$ cat src/rtl/smrle_pkg.sv
`timescale 1ns / 1ps
// ----------------------------------------------------------------------------
// smrle_pkg
// Types and codes shared by the mask row run-length decoder.
// ----------------------------------------------------------------------------
package smrle_pkg;

    typedef enum logic [1:0] {
        PH_HEADER  = 2'd0,
        PH_COMMAND = 2'd1,
        PH_DATA    = 2'd2
    } phase_t;

    typedef enum logic [2:0] {
        ST_OK        = 3'd0,
        ST_ILLEGAL   = 3'd1,
        ST_ORDER     = 3'd2,
        ST_MISMATCH  = 3'd3,
        ST_TRUNCATED = 3'd4
    } status_t;

    localparam logic [1:0] CMD_BACKGROUND = 2'b00;
    localparam logic [1:0] CMD_OPAQUE     = 2'b01;
    localparam logic [1:0] CMD_ILLEGAL    = 2'b10;
    localparam logic [1:0] CMD_END_ROW    = 2'b11;

    localparam logic       MODE_HEADER = 1'b0;
    localparam logic       KIND_SHADOW = 1'b0;

    localparam logic       REG_LAYER_KIND  = 1'b0;
    localparam logic       REG_LAYER_WIDTH = 1'b1;

    localparam logic [15:0] BLANK_MARK = 16'hFFFF;
    localparam logic [7:0]  GRAY_FULL  = 8'd255;
    localparam logic [7:0]  GRAY_ZERO  = 8'd0;

    typedef struct packed {
        logic        mode;
        logic [15:0] left_margin;
        logic [15:0] right_margin;
        logic [7:0]  stream_byte;
    } item_t;

    typedef struct packed {
        logic [7:0]  pixel_value;
        logic [15:0] run_length;
        logic        row_end;
        logic [2:0]  status;
    } result_t;

    typedef struct packed {
        logic        layer_kind;
        logic [15:0] layer_width;
    } layer_cfg_t;

endpackage

$ cat src/rtl/smrle_if.sv
`timescale 1ns / 1ps
// ----------------------------------------------------------------------------
// smrle_in_if / smrle_out_if
// Valid/ready channels carrying decoder input words and run words.
// ----------------------------------------------------------------------------
interface smrle_in_if;
    logic        valid;
    logic        ready;
    logic        mode;
    logic [15:0] left_margin;
    logic [15:0] right_margin;
    logic [7:0]  stream_byte;

    modport source (output valid, mode, left_margin, right_margin, stream_byte,
                    input ready);
    modport sink   (input valid, mode, left_margin, right_margin, stream_byte,
                    output ready);
endinterface

interface smrle_out_if;
    logic        valid;
    logic        ready;
    logic [7:0]  pixel_value;
    logic [15:0] run_length;
    logic        row_end;
    logic [2:0]  status;

    modport source (output valid, pixel_value, run_length, row_end, status,
                    input ready);
    modport sink   (input valid, pixel_value, run_length, row_end, status,
                    output ready);
endinterface

$ cat src/rtl/smrle_step.sv
`timescale 1ns / 1ps
// ----------------------------------------------------------------------------
// smrle_step
// Row state and combinational decode of one word into at most one run.
// ----------------------------------------------------------------------------
module smrle_step
    import smrle_pkg::*;
(
    input  logic       clk,
    input  logic       rst_n,
    input  logic       advance,
    input  item_t      item,
    input  layer_cfg_t cfg,
    output logic       has_result,
    output result_t    result
);

    phase_t      phase_reg,   phase_next;
    logic [16:0] column_reg,  column_next;
    logic [15:0] right_reg,   right_next;
    logic [6:0]  bytes_reg,   bytes_next;

    logic        do_run;
    logic [15:0] run_req;
    logic [7:0]  run_value;
    logic [16:0] col_base;
    logic [15:0] room;
    logic [15:0] run_cut;
    logic [7:0]  bg;
    logic [1:0]  code;
    logic [15:0] count;
    logic [17:0] sum;
    logic        mismatch;

    assign bg    = (cfg.layer_kind == KIND_SHADOW) ? GRAY_FULL : GRAY_ZERO;
    assign code  = item.stream_byte[1:0];
    assign count = {10'd0, item.stream_byte[7:2]} + 16'd1;
    assign sum   = {1'b0, column_reg} + {2'b00, right_reg};
    // shadow layers also tolerate one pixel of slack
    assign mismatch = (sum != {2'b00, cfg.layer_width})
                   && (cfg.layer_kind || (sum + 18'd1 != {2'b00, cfg.layer_width}));

    // header runs start at column zero
    assign col_base = (item.mode == MODE_HEADER) ? 17'd0 : column_reg;
    assign room     = (col_base >= {1'b0, cfg.layer_width})
                    ? 16'd0 : cfg.layer_width - col_base[15:0];
    assign run_cut  = (run_req > room) ? room : run_req;

    always_comb
    begin
        phase_next  = phase_reg;
        column_next = column_reg;
        right_next  = right_reg;
        bytes_next  = bytes_reg;
        do_run      = 1'b0;
        run_req     = 16'd0;
        run_value   = bg;
        has_result  = 1'b1;
        result      = '{pixel_value: bg, run_length: 16'd0, row_end: 1'b0,
                        status: ST_OK};

        if (item.mode == MODE_HEADER)
        begin
            if (phase_reg != PH_HEADER)
                result.status = ST_ORDER;
            else if (item.left_margin == BLANK_MARK || item.right_margin == BLANK_MARK)
            begin
                result.run_length = cfg.layer_width;
                result.row_end    = 1'b1;
            end
            else
            begin
                right_next = item.right_margin;
                phase_next = PH_COMMAND;
                do_run     = 1'b1;
                run_req    = item.left_margin;
            end
        end
        else if (phase_reg == PH_DATA)
        begin
            do_run     = 1'b1;
            run_req    = 16'd1;
            run_value  = GRAY_FULL - item.stream_byte;
            bytes_next = bytes_reg - 7'd1;
            if (bytes_next == 7'd0)
                phase_next = PH_COMMAND;
        end
        else if (phase_reg != PH_COMMAND)
            result.status = ST_ORDER;
        else
        begin
            case (code)
                CMD_BACKGROUND:
                begin
                    do_run  = 1'b1;
                    run_req = count;
                end
                CMD_OPAQUE:
                begin
                    if (cfg.layer_kind != KIND_SHADOW)
                    begin
                        do_run    = 1'b1;
                        run_req   = count;
                        run_value = GRAY_FULL;
                    end
                    else
                    begin
                        has_result = 1'b0;
                        bytes_next = count[6:0];
                        phase_next = PH_DATA;
                    end
                end
                CMD_END_ROW:
                begin
                    result.run_length = room;
                    result.row_end    = 1'b1;
                    result.status     = mismatch ? ST_MISMATCH : ST_OK;
                    phase_next        = PH_HEADER;
                    column_next       = 17'd0;
                end
                default:
                begin
                    result.status = ST_ILLEGAL;
                    phase_next    = PH_HEADER;
                    column_next   = 17'd0;
                    bytes_next    = 7'd0;
                end
            endcase
        end

        if (do_run)
        begin
            result.pixel_value = run_value;
            result.run_length  = run_cut;
            result.status      = (run_req > room) ? ST_TRUNCATED : ST_OK;
            column_next        = col_base + {1'b0, run_cut};
        end
    end

    always_ff @(posedge clk or negedge rst_n)
    begin
        if (!rst_n)
        begin
            phase_reg  <= PH_HEADER;
            column_reg <= 17'd0;
            right_reg  <= 16'd0;
            bytes_reg  <= 7'd0;
        end
        else if (advance)
        begin
            phase_reg  <= phase_next;
            column_reg <= column_next;
            right_reg  <= right_next;
            bytes_reg  <= bytes_next;
        end
    end

endmodule

$ cat src/rtl/sprite_mask_rle_decoder.sv
`timescale 1ns / 1ps
// ----------------------------------------------------------------------------
// sprite_mask_rle_decoder
// Decodes run-length coded mask rows into runs of one gray value.
// ----------------------------------------------------------------------------
// Takes one word per clock (row header or stream byte) while the output side
// keeps up, and gives at most one run word for it. A word is held in an input
// register, decoded against the row state, and the run lands in an output
// register. The user must write layer kind and width through the config port
// only while no word is in flight; the block itself does not enforce this.
module sprite_mask_rle_decoder
    import smrle_pkg::*;
(
    input  logic              clk,
    input  logic              rst_n,
    smrle_in_if.sink          pix_in,
    smrle_out_if.source       run_out,
    input  logic              cfg_write_en,
    input  logic              cfg_index,
    input  logic [15:0]       cfg_wdata
);

    logic       s1_valid_reg;
    item_t      s1_item_reg;
    logic       out_valid_reg, out_valid_next;
    result_t    out_word_reg;
    layer_cfg_t cfg_reg;

    logic       advance;
    logic       has_result;
    result_t    result;

    assign advance      = s1_valid_reg && (!out_valid_reg || run_out.ready);
    assign pix_in.ready = !s1_valid_reg || advance;

    always_ff @(posedge clk or negedge rst_n)
    begin
        if (!rst_n)
        begin
            cfg_reg <= '{layer_kind: 1'b0, layer_width: 16'd0};
        end
        else if (cfg_write_en)
        begin
            case (cfg_index)
                REG_LAYER_KIND:  cfg_reg.layer_kind  <= cfg_wdata[0];
                REG_LAYER_WIDTH: cfg_reg.layer_width <= cfg_wdata;
                default:         cfg_reg             <= cfg_reg;
            endcase
        end
    end

    always_ff @(posedge clk or negedge rst_n)
    begin
        if (!rst_n)
            s1_valid_reg <= 1'b0;
        else if (pix_in.ready)
            s1_valid_reg <= pix_in.valid;
    end

    always_ff @(posedge clk)
    begin
        if (pix_in.ready && pix_in.valid)
        begin
            s1_item_reg <= '{mode: pix_in.mode, left_margin: pix_in.left_margin,
                             right_margin: pix_in.right_margin,
                             stream_byte: pix_in.stream_byte};
        end
    end

    smrle_step u_step (
        .clk        (clk),
        .rst_n      (rst_n),
        .advance    (advance),
        .item       (s1_item_reg),
        .cfg        (cfg_reg),
        .has_result (has_result),
        .result     (result)
    );

    always_comb
    begin
        if (advance && has_result)
            out_valid_next = 1'b1;
        else if (run_out.ready)
            out_valid_next = 1'b0;
        else
            out_valid_next = out_valid_reg;
    end

    always_ff @(posedge clk or negedge rst_n)
    begin
        if (!rst_n)
            out_valid_reg <= 1'b0;
        else
            out_valid_reg <= out_valid_next;
    end

    always_ff @(posedge clk)
    begin
        if (advance && has_result)
            out_word_reg <= result;
    end

    assign run_out.valid       = out_valid_reg;
    assign run_out.pixel_value = out_word_reg.pixel_value;
    assign run_out.run_length  = out_word_reg.run_length;
    assign run_out.row_end     = out_word_reg.row_end;
    assign run_out.status      = out_word_reg.status;

endmodule

$ cat src/flat_wrapper.sv
// flat-port wrapper written by rule: the top's interface ports become plain ports
module sprite_mask_rle_decoder_flat import smrle_pkg::*;
  (clk, rst_n, cfg_write_en, cfg_index, cfg_wdata, pix_in_valid, pix_in_mode, pix_in_left_margin, pix_in_right_margin, pix_in_stream_byte, pix_in_ready, run_out_valid, run_out_pixel_value, run_out_run_length, run_out_row_end, run_out_status, run_out_ready);
  smrle_in_if pix_in_i ();
  smrle_out_if run_out_i ();
  input  logic clk;
  input  logic rst_n;
  input  logic cfg_write_en;
  input  logic cfg_index;
  input  logic [15:0] cfg_wdata;
  input wire logic [$bits(pix_in_i.valid)-1:0] pix_in_valid;
  input wire logic [$bits(pix_in_i.mode)-1:0] pix_in_mode;
  input wire logic [$bits(pix_in_i.left_margin)-1:0] pix_in_left_margin;
  input wire logic [$bits(pix_in_i.right_margin)-1:0] pix_in_right_margin;
  input wire logic [$bits(pix_in_i.stream_byte)-1:0] pix_in_stream_byte;
  output wire logic [$bits(pix_in_i.ready)-1:0] pix_in_ready;
  output wire logic [$bits(run_out_i.valid)-1:0] run_out_valid;
  output wire logic [$bits(run_out_i.pixel_value)-1:0] run_out_pixel_value;
  output wire logic [$bits(run_out_i.run_length)-1:0] run_out_run_length;
  output wire logic [$bits(run_out_i.row_end)-1:0] run_out_row_end;
  output wire logic [$bits(run_out_i.status)-1:0] run_out_status;
  input wire logic [$bits(run_out_i.ready)-1:0] run_out_ready;
  assign pix_in_i.valid = pix_in_valid;
  assign pix_in_i.mode = pix_in_mode;
  assign pix_in_i.left_margin = pix_in_left_margin;
  assign pix_in_i.right_margin = pix_in_right_margin;
  assign pix_in_i.stream_byte = pix_in_stream_byte;
  assign pix_in_ready = pix_in_i.ready;
  assign run_out_valid = run_out_i.valid;
  assign run_out_pixel_value = run_out_i.pixel_value;
  assign run_out_run_length = run_out_i.run_length;
  assign run_out_row_end = run_out_i.row_end;
  assign run_out_status = run_out_i.status;
  assign run_out_i.ready = run_out_ready;
  sprite_mask_rle_decoder u_core (.clk(clk), .rst_n(rst_n), .pix_in(pix_in_i), .run_out(run_out_i), .cfg_write_en(cfg_write_en), .cfg_index(cfg_index), .cfg_wdata(cfg_wdata));
endmodule
$ cat config.mk
export PLATFORM = sky130hd
export DESIGN_NAME = sprite_mask_rle_decoder_flat
export DESIGN_NICKNAME = d
export VERILOG_FILES = /design/src/rtl/smrle_pkg.sv /design/src/rtl/smrle_if.sv /design/src/rtl/smrle_step.sv /design/src/rtl/sprite_mask_rle_decoder.sv /design/src/flat_wrapper.sv
export SDC_FILE = /design/constraint.sdc
export NUM_CORES = 1
export LEC_CHECK = 0
export BUFFER_PORTS_ARGS = -buffer_cell sky130_fd_sc_hd__buf_2
export CORE_ASPECT_RATIO = 1.5
export CORE_MARGIN = 1
export CORE_UTILIZATION = 45
export DETAILED_ROUTE_END_ITERATION = 10
export PLACE_DENSITY = 0.64
export SLEW_MARGIN = 40
export SYNTH_ARGS = -nofsm -noshare
export SYNTH_HDL_FRONTEND = slang
export SYNTH_SLANG_ARGS = --single-unit
$ cat constraint.sdc
create_clock -name clk -period 15.67 [get_ports clk]
set_input_delay 3.134 -clock clk [delete_from_list [all_inputs] [get_ports clk]]
set_output_delay 3.134 -clock clk [all_outputs]
set_load 0.01 [all_outputs]
**Yosys cells after proc, flatten, opt, wreduce, memory -nomap -nowiden**

Cells that the tools add are included.

- Flip-flop bits (word level): 130
- Input port bits: 63
- Logic and storage cells: 131

- Add/sub/neg operators: 7
- Magnitude comparators: 2
- Equality and inequality tests: 20
- Multiplexer cells: 59
- Bitwise gates (word level): 4
- Reduce and logical (&&, ||, !) cells: 23

Operators by type and width:

| operator | count |
|---|---|
| 17-bit 2-to-1 mux | 10 |
| 16-bit 2-to-1 mux | 5 |
| 8-bit 2-to-1 mux | 6 |
| 7-bit 2-to-1 mux | 6 |
| 20-bit 2-to-1 mux | 2 |
| 18-bit by 16-bit != test with 1-bit output | 2 |
| 16-bit == test, second input constant | 2 |
| 7-bit one-hot mux with 2 select lines | 2 |
| 24-bit 2-to-1 mux | 1 |
| 2-bit 2-to-1 mux | 10 |
| 17-bit by 16-bit adder with 18-bit output | 1 |
| 18-bit by 1-bit adder with 18-bit output, second input constant | 1 |
| 17-bit by 16-bit adder with 17-bit output | 1 |
| 17-bit by 16-bit greater-or-equal comparator with 1-bit output | 1 |
| 16-bit greater-than comparator | 1 |
| 16-bit subtractor | 1 |
| 1-bit 2-to-1 mux | 12 |
| 3-bit != test, second input constant | 4 |
| 2-bit by 1-bit != test with 1-bit output, second input constant | 5 |
| 5-bit AND reduction | 2 |
| 2-bit one-hot mux with 2 select lines | 2 |
| 8-bit subtractor, first input constant | 1 |
| 6-bit by 1-bit adder with 7-bit output, second input constant | 1 |
| 7-bit zero test | 1 |
| other kinds (17) | 35 |

**Longest topological paths before layout**

Gate-level depths: netlist of the first run.

- Word-level depth: 11
- Gate-level depth with buffers: 38
- Depth with buffers taken out: 36

**Modules after synthesis**

Synthesis of the first run repeated with hierarchy kept, for this count alone.

- Cell total of the unflattened synthesis: 1051
- Area, all modules: 10033.4 µm²

Modules (own cells, without submodules):

| module | times used | cells each | area an instance (µm²) | sequential area each (µm²) |
|---|---|---|---|---|
| smrle_step | 1 | 935 | 7173.1 | 1051.0 |
| sprite_mask_rle_decoder | 1 | 116 | 2860.2 | 2547.4 |

**Least setup slack after synthesis of the first run**

Ideal clock, no wire load.

- Path kind: register to register
- Start: reg u_core.s1_item_reg[40] (netlist bit)
- End: reg u_core.u_step.column_reg[10]
- Library setup time: 0.122 ns
- Arrival time: 7.687 ns
- Path slack: 7.862 ns
- Cell stages (with the launch flop): 37
- Buffers on the path: 5
- Cells stage by stage: edfxtp_1 clkbuf_1 clkbuf_1 nand2_1 inv_1 ha_1 a21o_1 a221o_1 a21o_1 a221o_1 a21o_1 a221o_1 buf_6 nor2_4 buf_4 nand2_1 ha_1 a21o_1 a21o_1 a21o_1 a21o_1 a21oi_1 o21ai_0 o211ai_1 clkbuf_1 mux2_2 ha_1 nor2b_1 o21ai_0 a21boi_0 o21ai_0 a21boi_0 o21a_1 o21a_1 o21a_1 or3_1 a32o_1

- Word-level cells in the longest chain between the ends: 7
- Elaborated cells between the ends (all ways): 15

Ends and longest elaborated chain:

| element | line | source |
|---|---|---|
| from (decl) | sprite_mask_rle_decoder.sv:24 | `item_t s1_item_reg;` |
| from (signal assigned) | sprite_mask_rle_decoder.sv:64 | `s1_item_reg <= '{mode: pix_in.mode, left_margin: pix_in.left_margin,` |
| 17-bit 2-to-1 mux | smrle_step.sv:44 | `assign col_base = (item.mode == MODE_HEADER) ? 17'd0 : column_reg;` |
| 16-bit subtractor / 17-bit by 16-bit greater-or-equal comparator with 1-bit output (equally long branches) | smrle_step.sv:46, smrle_step.sv:45 |  |
| 16-bit 2-to-1 mux | smrle_step.sv:46 | `? 16'd0 : cfg.layer_width - col_base[15:0];` |
| 16-bit greater-than comparator | smrle_step.sv:47 | `assign run_cut = (run_req > room) ? room : run_req;` |
| 16-bit 2-to-1 mux | smrle_step.sv:47 |  |
| 17-bit by 16-bit adder with 17-bit output | smrle_step.sv:136 | `column_next = col_base + {1'b0, run_cut};` |
| 17-bit 2-to-1 mux | smrle_step.sv:131 | `if (do_run)` |
| to (signal assigned) | smrle_step.sv:152 | `column_reg <= column_next;` |
| to (decl) | smrle_step.sv:19 | `logic [16:0] column_reg, column_next;` |

Parallel ways exist; a longest one is shown, timed or not.
A chain may end at the register's enable or synchronous reset.

**Worst setup path after layout of the first run**

- Start: reg u_core.s1_item_reg[40] (netlist bit)
- End: reg u_core.u_step.column_reg[16]

The elaborated chain is that of the path after synthesis.

==> out/qor.json, run 1 <==
{
  "core.rowCount": {"value": 66},
  "post-cts-setup-buffers": {"value": 0},
  "ctsHoldBuffers": {"value": 0},
  "worst_slew_pin_slew": {"value": 791, "unit": "ps"},
  "grt_util_all_layers": {"value": 25.2, "unit": "%"},
  "worstPathRequired": {"value": 16010, "unit": "ps"},
  "place.gp.congestion": {"value": 0.920},
  "slowest_delay": {"value": 530, "unit": "ps"},
  "mostFrequentLayoutCell": {"value": "buf_2"},
  "r2r_slack": {"value": 7330, "unit": "ps"},
  "min_period_over_period": {"value": 53.2, "unit": "%"},
  "final_max_slew_viol_count": {"value": 0},
  "finish.net_count": {"value": 1247},
  "total_power": {"value": 2.36, "unit": "mW"},
  "crit_fanout": {"value": 32},
  "grt_remaining_overflow": {"value": 0},
  "floorplan.die.width": {"value": 123, "unit": "um"},
  "tritoncts.num_buffers": {"value": 17},
  "postSynthRegisterBits": {"value": 130},
  "detailedRoute.firstIterationViolations": {"value": 474},
  "tns": {"value": 0, "unit": "ps"},
  "clk_transition_reported_paths": {"value": 70, "unit": "ps"},
  "netlist_instances": {"value": 1003},
  "asyncSetResetFlopFracSynth": {"value": 46.9, "unit": "%"},
  "htreeDepth": {"value": 4},
  "p_per_area": {"value": 210, "unit": "nW/um^2"},
  "count_of_cell_types_in_the_netlist": {"value": 89},
  "fin_skew": {"value": 11.1, "unit": "ps"},
  "run_status": {"value": "finished clean"},
  "antenna_cells": {"value": 0},
  "layout.cell_area.non_filler": {"value": 11300, "unit": "um^2"},
  "place.detailed.hpwl": {"value": 20900, "unit": "um"},
  "fmaxAchievable": {"value": 120, "unit": "MHz"},
  "synthesis.area_per_instance": {"value": 9.86, "unit": "um^2"},
  "vias": {"value": 8044},
  "worst_slack": {"value": 7330, "unit": "ps"},
  "design.die.area": {"value": 22600, "unit": "um^2"},
  "clk_root_buffer_cell": {"value": "clkbuf_16"},
  "synth_warnings": {"value": 0},
  "worstSetupStartpointType": {"value": "register"},
  "grt_most_used_layer": {"value": "met2"},
  "fin_util": {"value": 52.1, "unit": "%"},
  "period_needed": {"value": 8340, "unit": "ps"},
  "p_leak": {"value": 5.16, "unit": "nW"},
  "crit_slowest_cell": {"value": "or4_1"},
  "post_syn_nets": {"value": 1160},
  "via_per_inst": {"value": 5.85},
  "floorplan.die.height": {"value": 184, "unit": "um"},
  "mostFrequentLayoutCells": {"value": "buf_2, ha_1, nand2_1"},
  "post_dp_cell_area": {"value": 10600, "unit": "um^2"},
  "setup_viol": {"value": 0},
  "areaGrowthSynthToFinish": {"value": 13.9, "unit": "%"},
  "boundaryPins": {"value": 93},
  "fillerInstances": {"value": 2047},
  "synth_top_flop_cell": {"value": "edfxtp_1"},
  "maximum_number_of_pins_on_one_net_before_global_route_repair": {"value": 42},
  "cts_repair_resize_count": {"value": 0},
  "worstSkewPairLatency": {"value": 440, "unit": "ps"},
  "tritoncts_clock_tree": {"value": "built"},
  "vdd_drop_max": {"value": 0.0969, "unit": "mV"},
  "first_global_vias": {"value": 8042},
  "slew_headroom": {"value": 46.8, "unit": "%"},
  "numClockSinks": {"value": 130},
  "worst_min_delay_path_class": {"value": "register to register"},
  "global_route_wire_length_before_repair": {"value": 42500, "unit": "um"},
  "synth-seq-area-share": {"value": 36.4, "unit": "%"},
  "dp.cells": {"value": 1343},
  "synth-edff-count": {"value": 69},
  "met3_resource_use_gr": {"value": 4.13, "unit": "%"},
  "drive_above_1_share": {"value": 19.6, "unit": "%"},
  "wirelength": {"value": 26600, "unit": "um"},
  "rsz0062_at_grt": {"value": "false"},
  "post_layout_nonfiller_instances": {"value": 1375},
  "grt_util_met1": {"value": 27.8, "unit": "%"},
  "syn-cell-area": {"value": 9890, "unit": "um^2"},
  "arrival": {"value": 8680, "unit": "ps"},
  "finalHoldViolations": {"value": 0},
  "fp.coreArea": {"value": 21600, "unit": "um^2"},
  "worst_setup_path_end_kind": {"value": "register"},
  "fin_hold_ws": {"value": 513, "unit": "ps"},
  "largest_register_ffs": {"value": 41},
  "ant_nets": {"value": 0},
  "max-cap-violations": {"value": 0},
  "initial_core_util": {"value": 45.7, "unit": "%"},
  "route.detailed.wl_per_inst": {"value": 19.4, "unit": "um"},
  "detailedPlace.worstSlack": {"value": 7360, "unit": "ps"},
  "number_of_antenna_violations_at_the_first_check_in_global_routing": {"value": 0},
  "drt_drc_violations_left": {"value": 0},
  "drt-pass1-iter-count": {"value": 5},
  "buffer_ports.inserted": {"value": 92},
  "setup.worst_path.class": {"value": "register to register"},
  "cts-root-to-sink-buffers": {"value": 2},
  "use_met2": {"value": 45.9, "unit": "%"}
}
[path summary, 6_finish.rpt]
kind / startpoint / to / depth (start not counted)
setup / recovery: u_core.s1_item_reg[40] / u_core.u_step.column_reg[16] / 33
hold / removal: u_core.s1_item_reg[12] / u_core.u_step.right_reg[4] / 1
setup reg to reg: u_core.s1_item_reg[40] / u_core.u_step.column_reg[16] / 33
hold reg to reg: u_core.s1_item_reg[12] / u_core.u_step.right_reg[4] / 1
max in group asynchronous: rst_n / u_core.u_step.bytes_reg[3] / 3
min in group asynchronous: rst_n / u_core.cfg_reg[8] / 2
[cell usage after synthesis, drive strengths merged, types with 6 or more instances]
master  instances  share of area [%]
edfxtp         69                 21
ha             91                 12
a21boi          7               0.57
mux2i           7               0.71
nor2           31                1.3
a221o           8               0.81
buf            11               0.62
xor2           14                1.3
o21bai          9               0.68
nor3           21                1.1
a211oi         10                1.1
and3           13               0.87
clkbuf         23               0.89
a21oi          47                2.4
xnor2          36                3.2
nand3          23                1.2
nor4            8               0.72
a31oi           8               0.51
nor3b           9               0.68
o21a           12               0.91
nand2          86                3.3
nand3b          8               0.73
inv            74                2.8
o211ai          9               0.68
nand2b         13               0.82
a21o           29                2.2
or3             6               0.38
o21ai          57                3.0
mux2           45                5.1
nand4          17                1.1
nor2b          12               0.76
and2           21                1.3
a22o           18                1.6
dfrtp          61                 15
[report_power, final]
| part | switching [mW] | total (mW) | internal, mW |
|---|---|---|---|
| Sequential | 0.0817 | 0.533 | 0.452 |
| Clock | 0.167 | 0.408 | 0.241 |
| Combinational | 0.820 | 1.42 | 0.599 |
[cells by family (layout without fill, tap and decap cells)]
family / after synthesis / count (layout) / synth area share [%]
AND/OR/NAND/NOR: 292 / 292 / 16.3
multiplexers: 52 / 52 / 5.83
XOR/XNOR: 52 / 52 / 4.96
adder cells (fa/ha/maj): 94 / 94 / 12.1
AO/OA/AOI/OAI: 275 / 275 / 20.0
flip-flops: 130 / 130 / 36.4
buffers and inverters: 108 / 208 / 4.31
[cell type report]
cell class / count / area, um^2 / area share, %
Clock inverter: 13 / 131 / 1.17
Clock buffer: 19 / 475 / 4.22
Tap cell: 272 / 340 / 3.02
Inverter: 74 / 278 / 2.47
Multi-Input combinational cell: 765 / 5890 / 52.3
Sequential cell: 130 / 3600 / 31.9
Timing Repair Buffer: 102 / 548 / 4.87
[metal layers]
| metal | part of all wire (%) | vias up |
|---|---|---|
| met2 | 54 | 211 |
| met3 | 3.8 | 58 |
| li1 | - | 3915 |
| met4 | 3.8 | 0 |
| met1 | 38 | 3860 |
| met5 | 0 | - |
[critical path: cells and delay by family (launching register included)]
family          cells  cell delay [ps]
compound gates     17             4010
flops               1              320
fa+ha+maj           4             1280
buf+inv             5              930
simple gates        7             1670
(Power assumes the default switching activity.)
==> run 2, diff against run 1 <==
clock period = 8.7 ns   (was 15.67 ns; I/O delays follow)
==> run 2 against run 1 <==
Sequential power grew 80%; sequential cell count is the same; setup slack got worse by 6600 ps; cell area barely moved; highest routed layer unchanged; non-clock buffer count grew 1; sequential share of layout area is essentially flat; routed wire length down 0.89%; clock power grew 77%.
==> out/qor.json, run 2 (synthesis results as in run 1) <==
{
  "ctsHoldBuffers": {"value": 0},
  "antenna_cells": {"value": 0},
  "buffer_ports.inserted": {"value": 92},
  "floorplan.die.width": {"value": 123, "unit": "um"},
  "total_power": {"value": 4.23, "unit": "mW"},
  "areaGrowthSynthToFinish": {"value": 13.9, "unit": "%"},
  "r2r.worst_path.cells": {"value": 31},
  "ant_nets": {"value": 0},
  "route.detailed.wl_per_inst": {"value": 19.2, "unit": "um"},
  "register_area": {"value": 3600, "unit": "um^2"},
  "detailedRoute.firstIterationViolations": {"value": 484},
  "largest_register_ffs": {"value": 41},
  "cts_repair_resize_count": {"value": 0},
  "slew_headroom": {"value": 46.0, "unit": "%"},
  "mostFrequentLayoutCell": {"value": "buf_2"},
  "post_dp_cell_area": {"value": 10700, "unit": "um^2"},
  "dp.cells": {"value": 1344},
  "rsz0062_at_grt": {"value": "false"},
  "number_of_antenna_violations_at_the_first_check_in_global_routing": {"value": 0},
  "first_global_vias": {"value": 8157},
  "crit_start": {"value": "u_core.s1_item_reg[40]"},
  "tritoncts.num_buffers": {"value": 17},
  "vias": {"value": 7992},
  "crit_slowest_cell": {"value": "edfxtp_1"},
  "hp-start": {"value": "u_core.s1_item_reg[19]"},
  "p_leak": {"value": 5.15, "unit": "nW"},
  "post_layout_nonfiller_instances": {"value": 1376},
  "worstReg2RegStart": {"value": "u_core.s1_item_reg[40]"},
  "setup_viol": {"value": 0},
  "fmaxAchievable": {"value": 125, "unit": "MHz"},
  "vdd_drop_max": {"value": 0.183, "unit": "mV"},
  "clk_root_buffer_cell": {"value": "clkbuf_16"},
  "worstPathRequired": {"value": 9020, "unit": "ps"},
  "floorplan.die.height": {"value": 184, "unit": "um"},
  "final_max_slew_viol_count": {"value": 0},
  "boundaryPins": {"value": 93},
  "period_needed": {"value": 8010, "unit": "ps"},
  "worst_min_delay_path_class": {"value": "register to register"},
  "mostFrequentLayoutCells": {"value": "buf_2, ha_1, nand2_1"},
  "cts-root-to-sink-buffers": {"value": 2},
  "slowest_delay": {"value": 550, "unit": "ps"},
  "htreeDepth": {"value": 4},
  "finalHoldViolations": {"value": 0},
  "layout.cell_area.non_filler": {"value": 11300, "unit": "um^2"},
  "design.die.area": {"value": 22600, "unit": "um^2"},
  "global_route_wire_length_before_repair": {"value": 42500, "unit": "um"},
  "tns": {"value": 0, "unit": "ps"},
  "grt_remaining_overflow": {"value": 0},
  "min_delay_path_depth": {"value": 1},
  "fin_skew": {"value": 9.70, "unit": "ps"},
  "numClockSinks": {"value": 130},
  "worst_slew_pin_slew": {"value": 810, "unit": "ps"},
  "run_status": {"value": "finished clean"},
  "fillerInstances": {"value": 2021},
  "drt_drc_violations_left": {"value": 0},
  "drt-pass1-iter-count": {"value": 5},
  "place.detailed.hpwl": {"value": 20800, "unit": "um"},
  "worst_slack": {"value": 688, "unit": "ps"},
  "maximum_number_of_pins_on_one_net_before_global_route_repair": {"value": 62},
  "post-cts-setup-buffers": {"value": 0},
  "finish.net_count": {"value": 1248},
  "wirelength": {"value": 26400, "unit": "um"},
  "place.gp.congestion": {"value": 0.923},
  "setup.worst_path.class": {"value": "register to register"},
  "multi_input_comb_area": {"value": 5900, "unit": "um^2"},
  "fp.coreArea": {"value": 21600, "unit": "um^2"},
  "core.rowCount": {"value": 66},
  "p_per_area": {"value": 375, "unit": "nW/um^2"},
  "worstSkewPairLatency": {"value": 440, "unit": "ps"},
  "min_period_over_period": {"value": 92.1, "unit": "%"},
  "crit_fanout": {"value": 19},
  "clk_transition_reported_paths": {"value": 60, "unit": "ps"},
  "tritoncts_clock_tree": {"value": "built"},
  "arrival": {"value": 8330, "unit": "ps"},
  "worst_setup_path_end_kind": {"value": "register"},
  "max-cap-violations": {"value": 0},
  "initial_core_util": {"value": 45.7, "unit": "%"},
  "via_per_inst": {"value": 5.81},
  "detailedPlace.worstSlack": {"value": 733, "unit": "ps"},
  "grt_util_all_layers": {"value": 25.0, "unit": "%"},
  "drive_above_1_share": {"value": 19.7, "unit": "%"},
  "worstSetupStartpointType": {"value": "register"}
}
-- run 2: where the power goes --
group / total [mW] / switching, mW / internal, mW
Clock: 0.721 / 0.279 / 0.442
Sequential: 0.962 / 0.148 / 0.814
Combinational: 2.55 / 1.46 / 1.08
Total: 4.23 / 1.89 / 2.34
-- run 2: cell type report --
type / instances / area share, %
inverter: 74 / 2.47
sequential: 130 / 31.9
clock buffer: 23 / 4.52
tap: 272 / 3.02
clock inverter: 9 / 0.833
timing repair buffer: 103 / 4.85
multi-input combinational: 765 / 52.4
-- run 2: metrics by stage --
step	hold WS, ps	util, %
final	513	52.1
after global routing	531	52.1
after CTS	515	52.0
after detailed placement	496	49.3
after global placement	495	49.2
after floorplan	470	-
-- run 2: final timing paths --
kind | endpoint | slack, ps
setup / recovery | u_core.u_step.column_reg[16] | 690
hold / removal | u_core.u_step.right_reg[11] | 510
setup reg to reg | u_core.u_step.column_reg[16] | 690
hold reg to reg | u_core.u_step.right_reg[11] | 510
max in group asynchronous | u_core.u_step.bytes_reg[0] | 6850
min in group asynchronous | u_core.cfg_reg[14] | 1370
-- run 2: worst max-delay path, delay by kind of cell (launching register included) --
kind                     cells  cell delay [ps]
adder cells (fa/ha/maj)      4             1330
AND/OR/NAND/NOR              8             1930
flip-flops                   1              550
buffers and inverters        3              310
AO/OA/AOI/OAI               16             3770
-- run 2: per-layer routing --
| layer | vias to the layer above | routed length, um | share of wire (%) | track usage [%] |
|---|---|---|---|---|
| li1 | 3916 | - | - | - |
| met5 | - | 0 | 0 | 0 |
| met1 | 3817 | 10400 | 39 | 27.8 |
| met2 | 208 | 14100 | 53 | 46.0 |
| met4 | 0 | 896 | 3.4 | 11.3 |
| met3 | 51 | 1070 | 4.0 | 3.94 |
==> run 3, diff against run 2 <==
CORE_UTILIZATION = 34   (was 45)
PLACE_DENSITY = 0.52   (was 0.64)
==> run 3 against run 2 <==
Routed wire length rose by 8.2%; first-iteration DRC count fell by 18%; total power grew 1.6%; sequential cell count stayed put; clock skew grew 7.2 ps; critical endpoint unchanged; largest power group unchanged; highest routed layer unchanged.
==> out/qor.json, run 3 (synthesis results as in run 1) <==
{
  "run_status": {"value": "finished clean"},
  "wirelength": {"value": 28600, "unit": "um"},
  "worstSkewPairLatency": {"value": 440, "unit": "ps"},
  "finalHoldViolations": {"value": 0},
  "vdd_drop_max": {"value": 0.157, "unit": "mV"},
  "detailedRoute.firstIterationViolations": {"value": 396},
  "slew_headroom": {"value": 42.5, "unit": "%"},
  "via_per_inst": {"value": 5.30},
  "ant_nets": {"value": 0},
  "tritoncts.num_buffers": {"value": 17},
  "route.detailed.wl_per_inst": {"value": 19.1, "unit": "um"},
  "cts-root-to-sink-buffers": {"value": 2},
  "rsz0062_at_grt": {"value": "false"},
  "worst_min_delay_path_class": {"value": "register to register"},
  "tns": {"value": 0, "unit": "ps"},
  "fillerInstances": {"value": 2827},
  "place.detailed.hpwl": {"value": 22600, "unit": "um"},
  "grt_remaining_overflow": {"value": 0},
  "worst_setup_path_end_kind": {"value": "register"},
  "design.die.area": {"value": 29800, "unit": "um^2"},
  "fp.coreArea": {"value": 28600, "unit": "um^2"},
  "drt-pass1-iter-count": {"value": 5},
  "fmaxAchievable": {"value": 123, "unit": "MHz"},
  "initial_core_util": {"value": 34.5, "unit": "%"},
  "hp-start": {"value": "u_core.s1_item_reg[21]"},
  "first_global_vias": {"value": 8105},
  "p_per_area": {"value": 375, "unit": "nW/um^2"},
  "slowest_delay": {"value": 530, "unit": "ps"},
  "worstPathRequired": {"value": 9020, "unit": "ps"},
  "worstSetupStartpointType": {"value": "register"},
  "crit_start": {"value": "u_core.s1_item_reg[40]"},
  "crit_path_buffers_inverters": {"value": 5},
  "areaGrowthSynthToFinish": {"value": 16.0, "unit": "%"},
  "antenna_cells": {"value": 0},
  "drive_above_1_share": {"value": 19.9, "unit": "%"},
  "worstReg2RegStart": {"value": "u_core.s1_item_reg[40]"},
  "floorplan.die.width": {"value": 141, "unit": "um"},
  "htreeDepth": {"value": 4},
  "period_needed": {"value": 8140, "unit": "ps"},
  "numClockSinks": {"value": 130},
  "core.rowCount": {"value": 76},
  "crit_family": {"value": "compound AO/OA/AOI/OAI gates"},
  "grt_util_all_layers": {"value": 20.0, "unit": "%"},
  "clk_transition_reported_paths": {"value": 60, "unit": "ps"},
  "place.gp.congestion": {"value": 0.856},
  "fin_skew": {"value": 16.9, "unit": "ps"},
  "clk_root_buffer_cell": {"value": "clkbuf_16"},
  "crit_slowest_cell": {"value": "or4_1"},
  "finish.net_count": {"value": 1252},
  "setup.worst_path.class": {"value": "register to register"},
  "worst_slew_pin_slew": {"value": 861, "unit": "ps"},
  "setup_viol": {"value": 0},
  "vias": {"value": 7933},
  "buffer_ports.inserted": {"value": 92},
  "drt_drc_violations_left": {"value": 0},
  "arrival": {"value": 8460, "unit": "ps"},
  "mostFrequentLayoutCell": {"value": "buf_2"},
  "p_leak": {"value": 5.18, "unit": "nW"},
  "mostFrequentLayoutCells": {"value": "buf_2, ha_1, nand2_1"},
  "final_max_slew_viol_count": {"value": 0},
  "boundaryPins": {"value": 93},
  "global_route_wire_length_before_repair": {"value": 44600, "unit": "um"},
  "total_power": {"value": 4.30, "unit": "mW"},
  "crit_fanout": {"value": 19},
  "fin_util": {"value": 40.1, "unit": "%"},
  "largest_register_ffs": {"value": 41},
  "ctsHoldBuffers": {"value": 0},
  "number_of_antenna_violations_at_the_first_check_in_global_routing": {"value": 0},
  "r2r_slack": {"value": 560, "unit": "ps"},
  "max-cap-violations": {"value": 0},
  "floorplan.die.height": {"value": 211, "unit": "um"},
  "min_period_over_period": {"value": 93.6, "unit": "%"},
  "maximum_number_of_pins_on_one_net_before_global_route_repair": {"value": 62},
  "tritoncts_clock_tree": {"value": "built"}
}
## run 3: worst register-to-register path: cells and delay by family (launching register included)
| family | cells | cell delay (ps) |
|---|---|---|
| adders and majority gates | 4 | 1330 |
| AOI/OAI and AO/OA | 17 | 3960 |
| DFF | 1 | 390 |
| buffers and inverters | 5 | 670 |
| and+or+nand+nor | 7 | 1650 |
## run 3: final cells by class
type | instances | area (um^2) | share of cell area (%)
multi-input cells | 765 | 5900 | 51.4
flip-flops and latches | 130 | 3600 | 31.4
clock inverters | 11 | 178 | 1.55
inverters | 74 | 278 | 2.42
clock buffers | 21 | 450 | 3.93
repair buffers | 107 | 577 | 5.03
well taps | 390 | 488 | 4.26
## run 3: path summary, 6_finish.rpt
path,end,depth (start not counted)
max,u_core.u_step.column_reg[16],33
min,u_core.u_step.right_reg[13],1
max reg2reg,u_core.u_step.column_reg[16],33
min reg2reg,u_core.u_step.right_reg[13],1
max in group asynchronous,u_core.u_step.bytes_reg[6],2
min in group asynchronous,u_core.cfg_reg[14],2
## run 3: what timing repair did
item                       in CTS  in global routing
setup endpoints to repair       0                  1
setup buffers                   0                  3
resized for setup               0                  0
## run 3: per-stage QoR
| stage | cell area [um^2] | hold slack [ps] | worst slack [ps] | instances |
|---|---|---|---|---|
| 2_1_floorplan | 9890 | 470 | 892 | 1003 |
| 3_3_place_gp | 10800 | 490 | 655 | 1463 |
| 3_5_place_dp | 10800 | 499 | 485 | 1463 |
| 4_1_cts | 11400 | 512 | 439 | 1495 |
| 5_1_grt | 11500 | 540 | 28.9 | 1498 |
| 6_report | 11500 | 510 | 555 | 1498 |
## run 3: power breakdown
| part | leakage (nW) | internal (mW) | switching (mW) |
|---|---|---|---|
| clock | 0.294 | 0.490 | 0.286 |
| combinational | 3.46 | 1.08 | 1.48 |
| sequential | 1.42 | 0.814 | 0.148 |
| total | 5.18 | 2.38 | 1.91 |
## run 3: routing by layer
metal / GRT usage [%] / part of all wire, % / vias up
met5: 0 / 0 / -
met1: 21.8 / 40 / 3808
met3: 3.08 / 2.7 / 47
met4: 10.1 / 4.1 / 0
met2: 37.1 / 53 / 142
li1: - / - / 3936
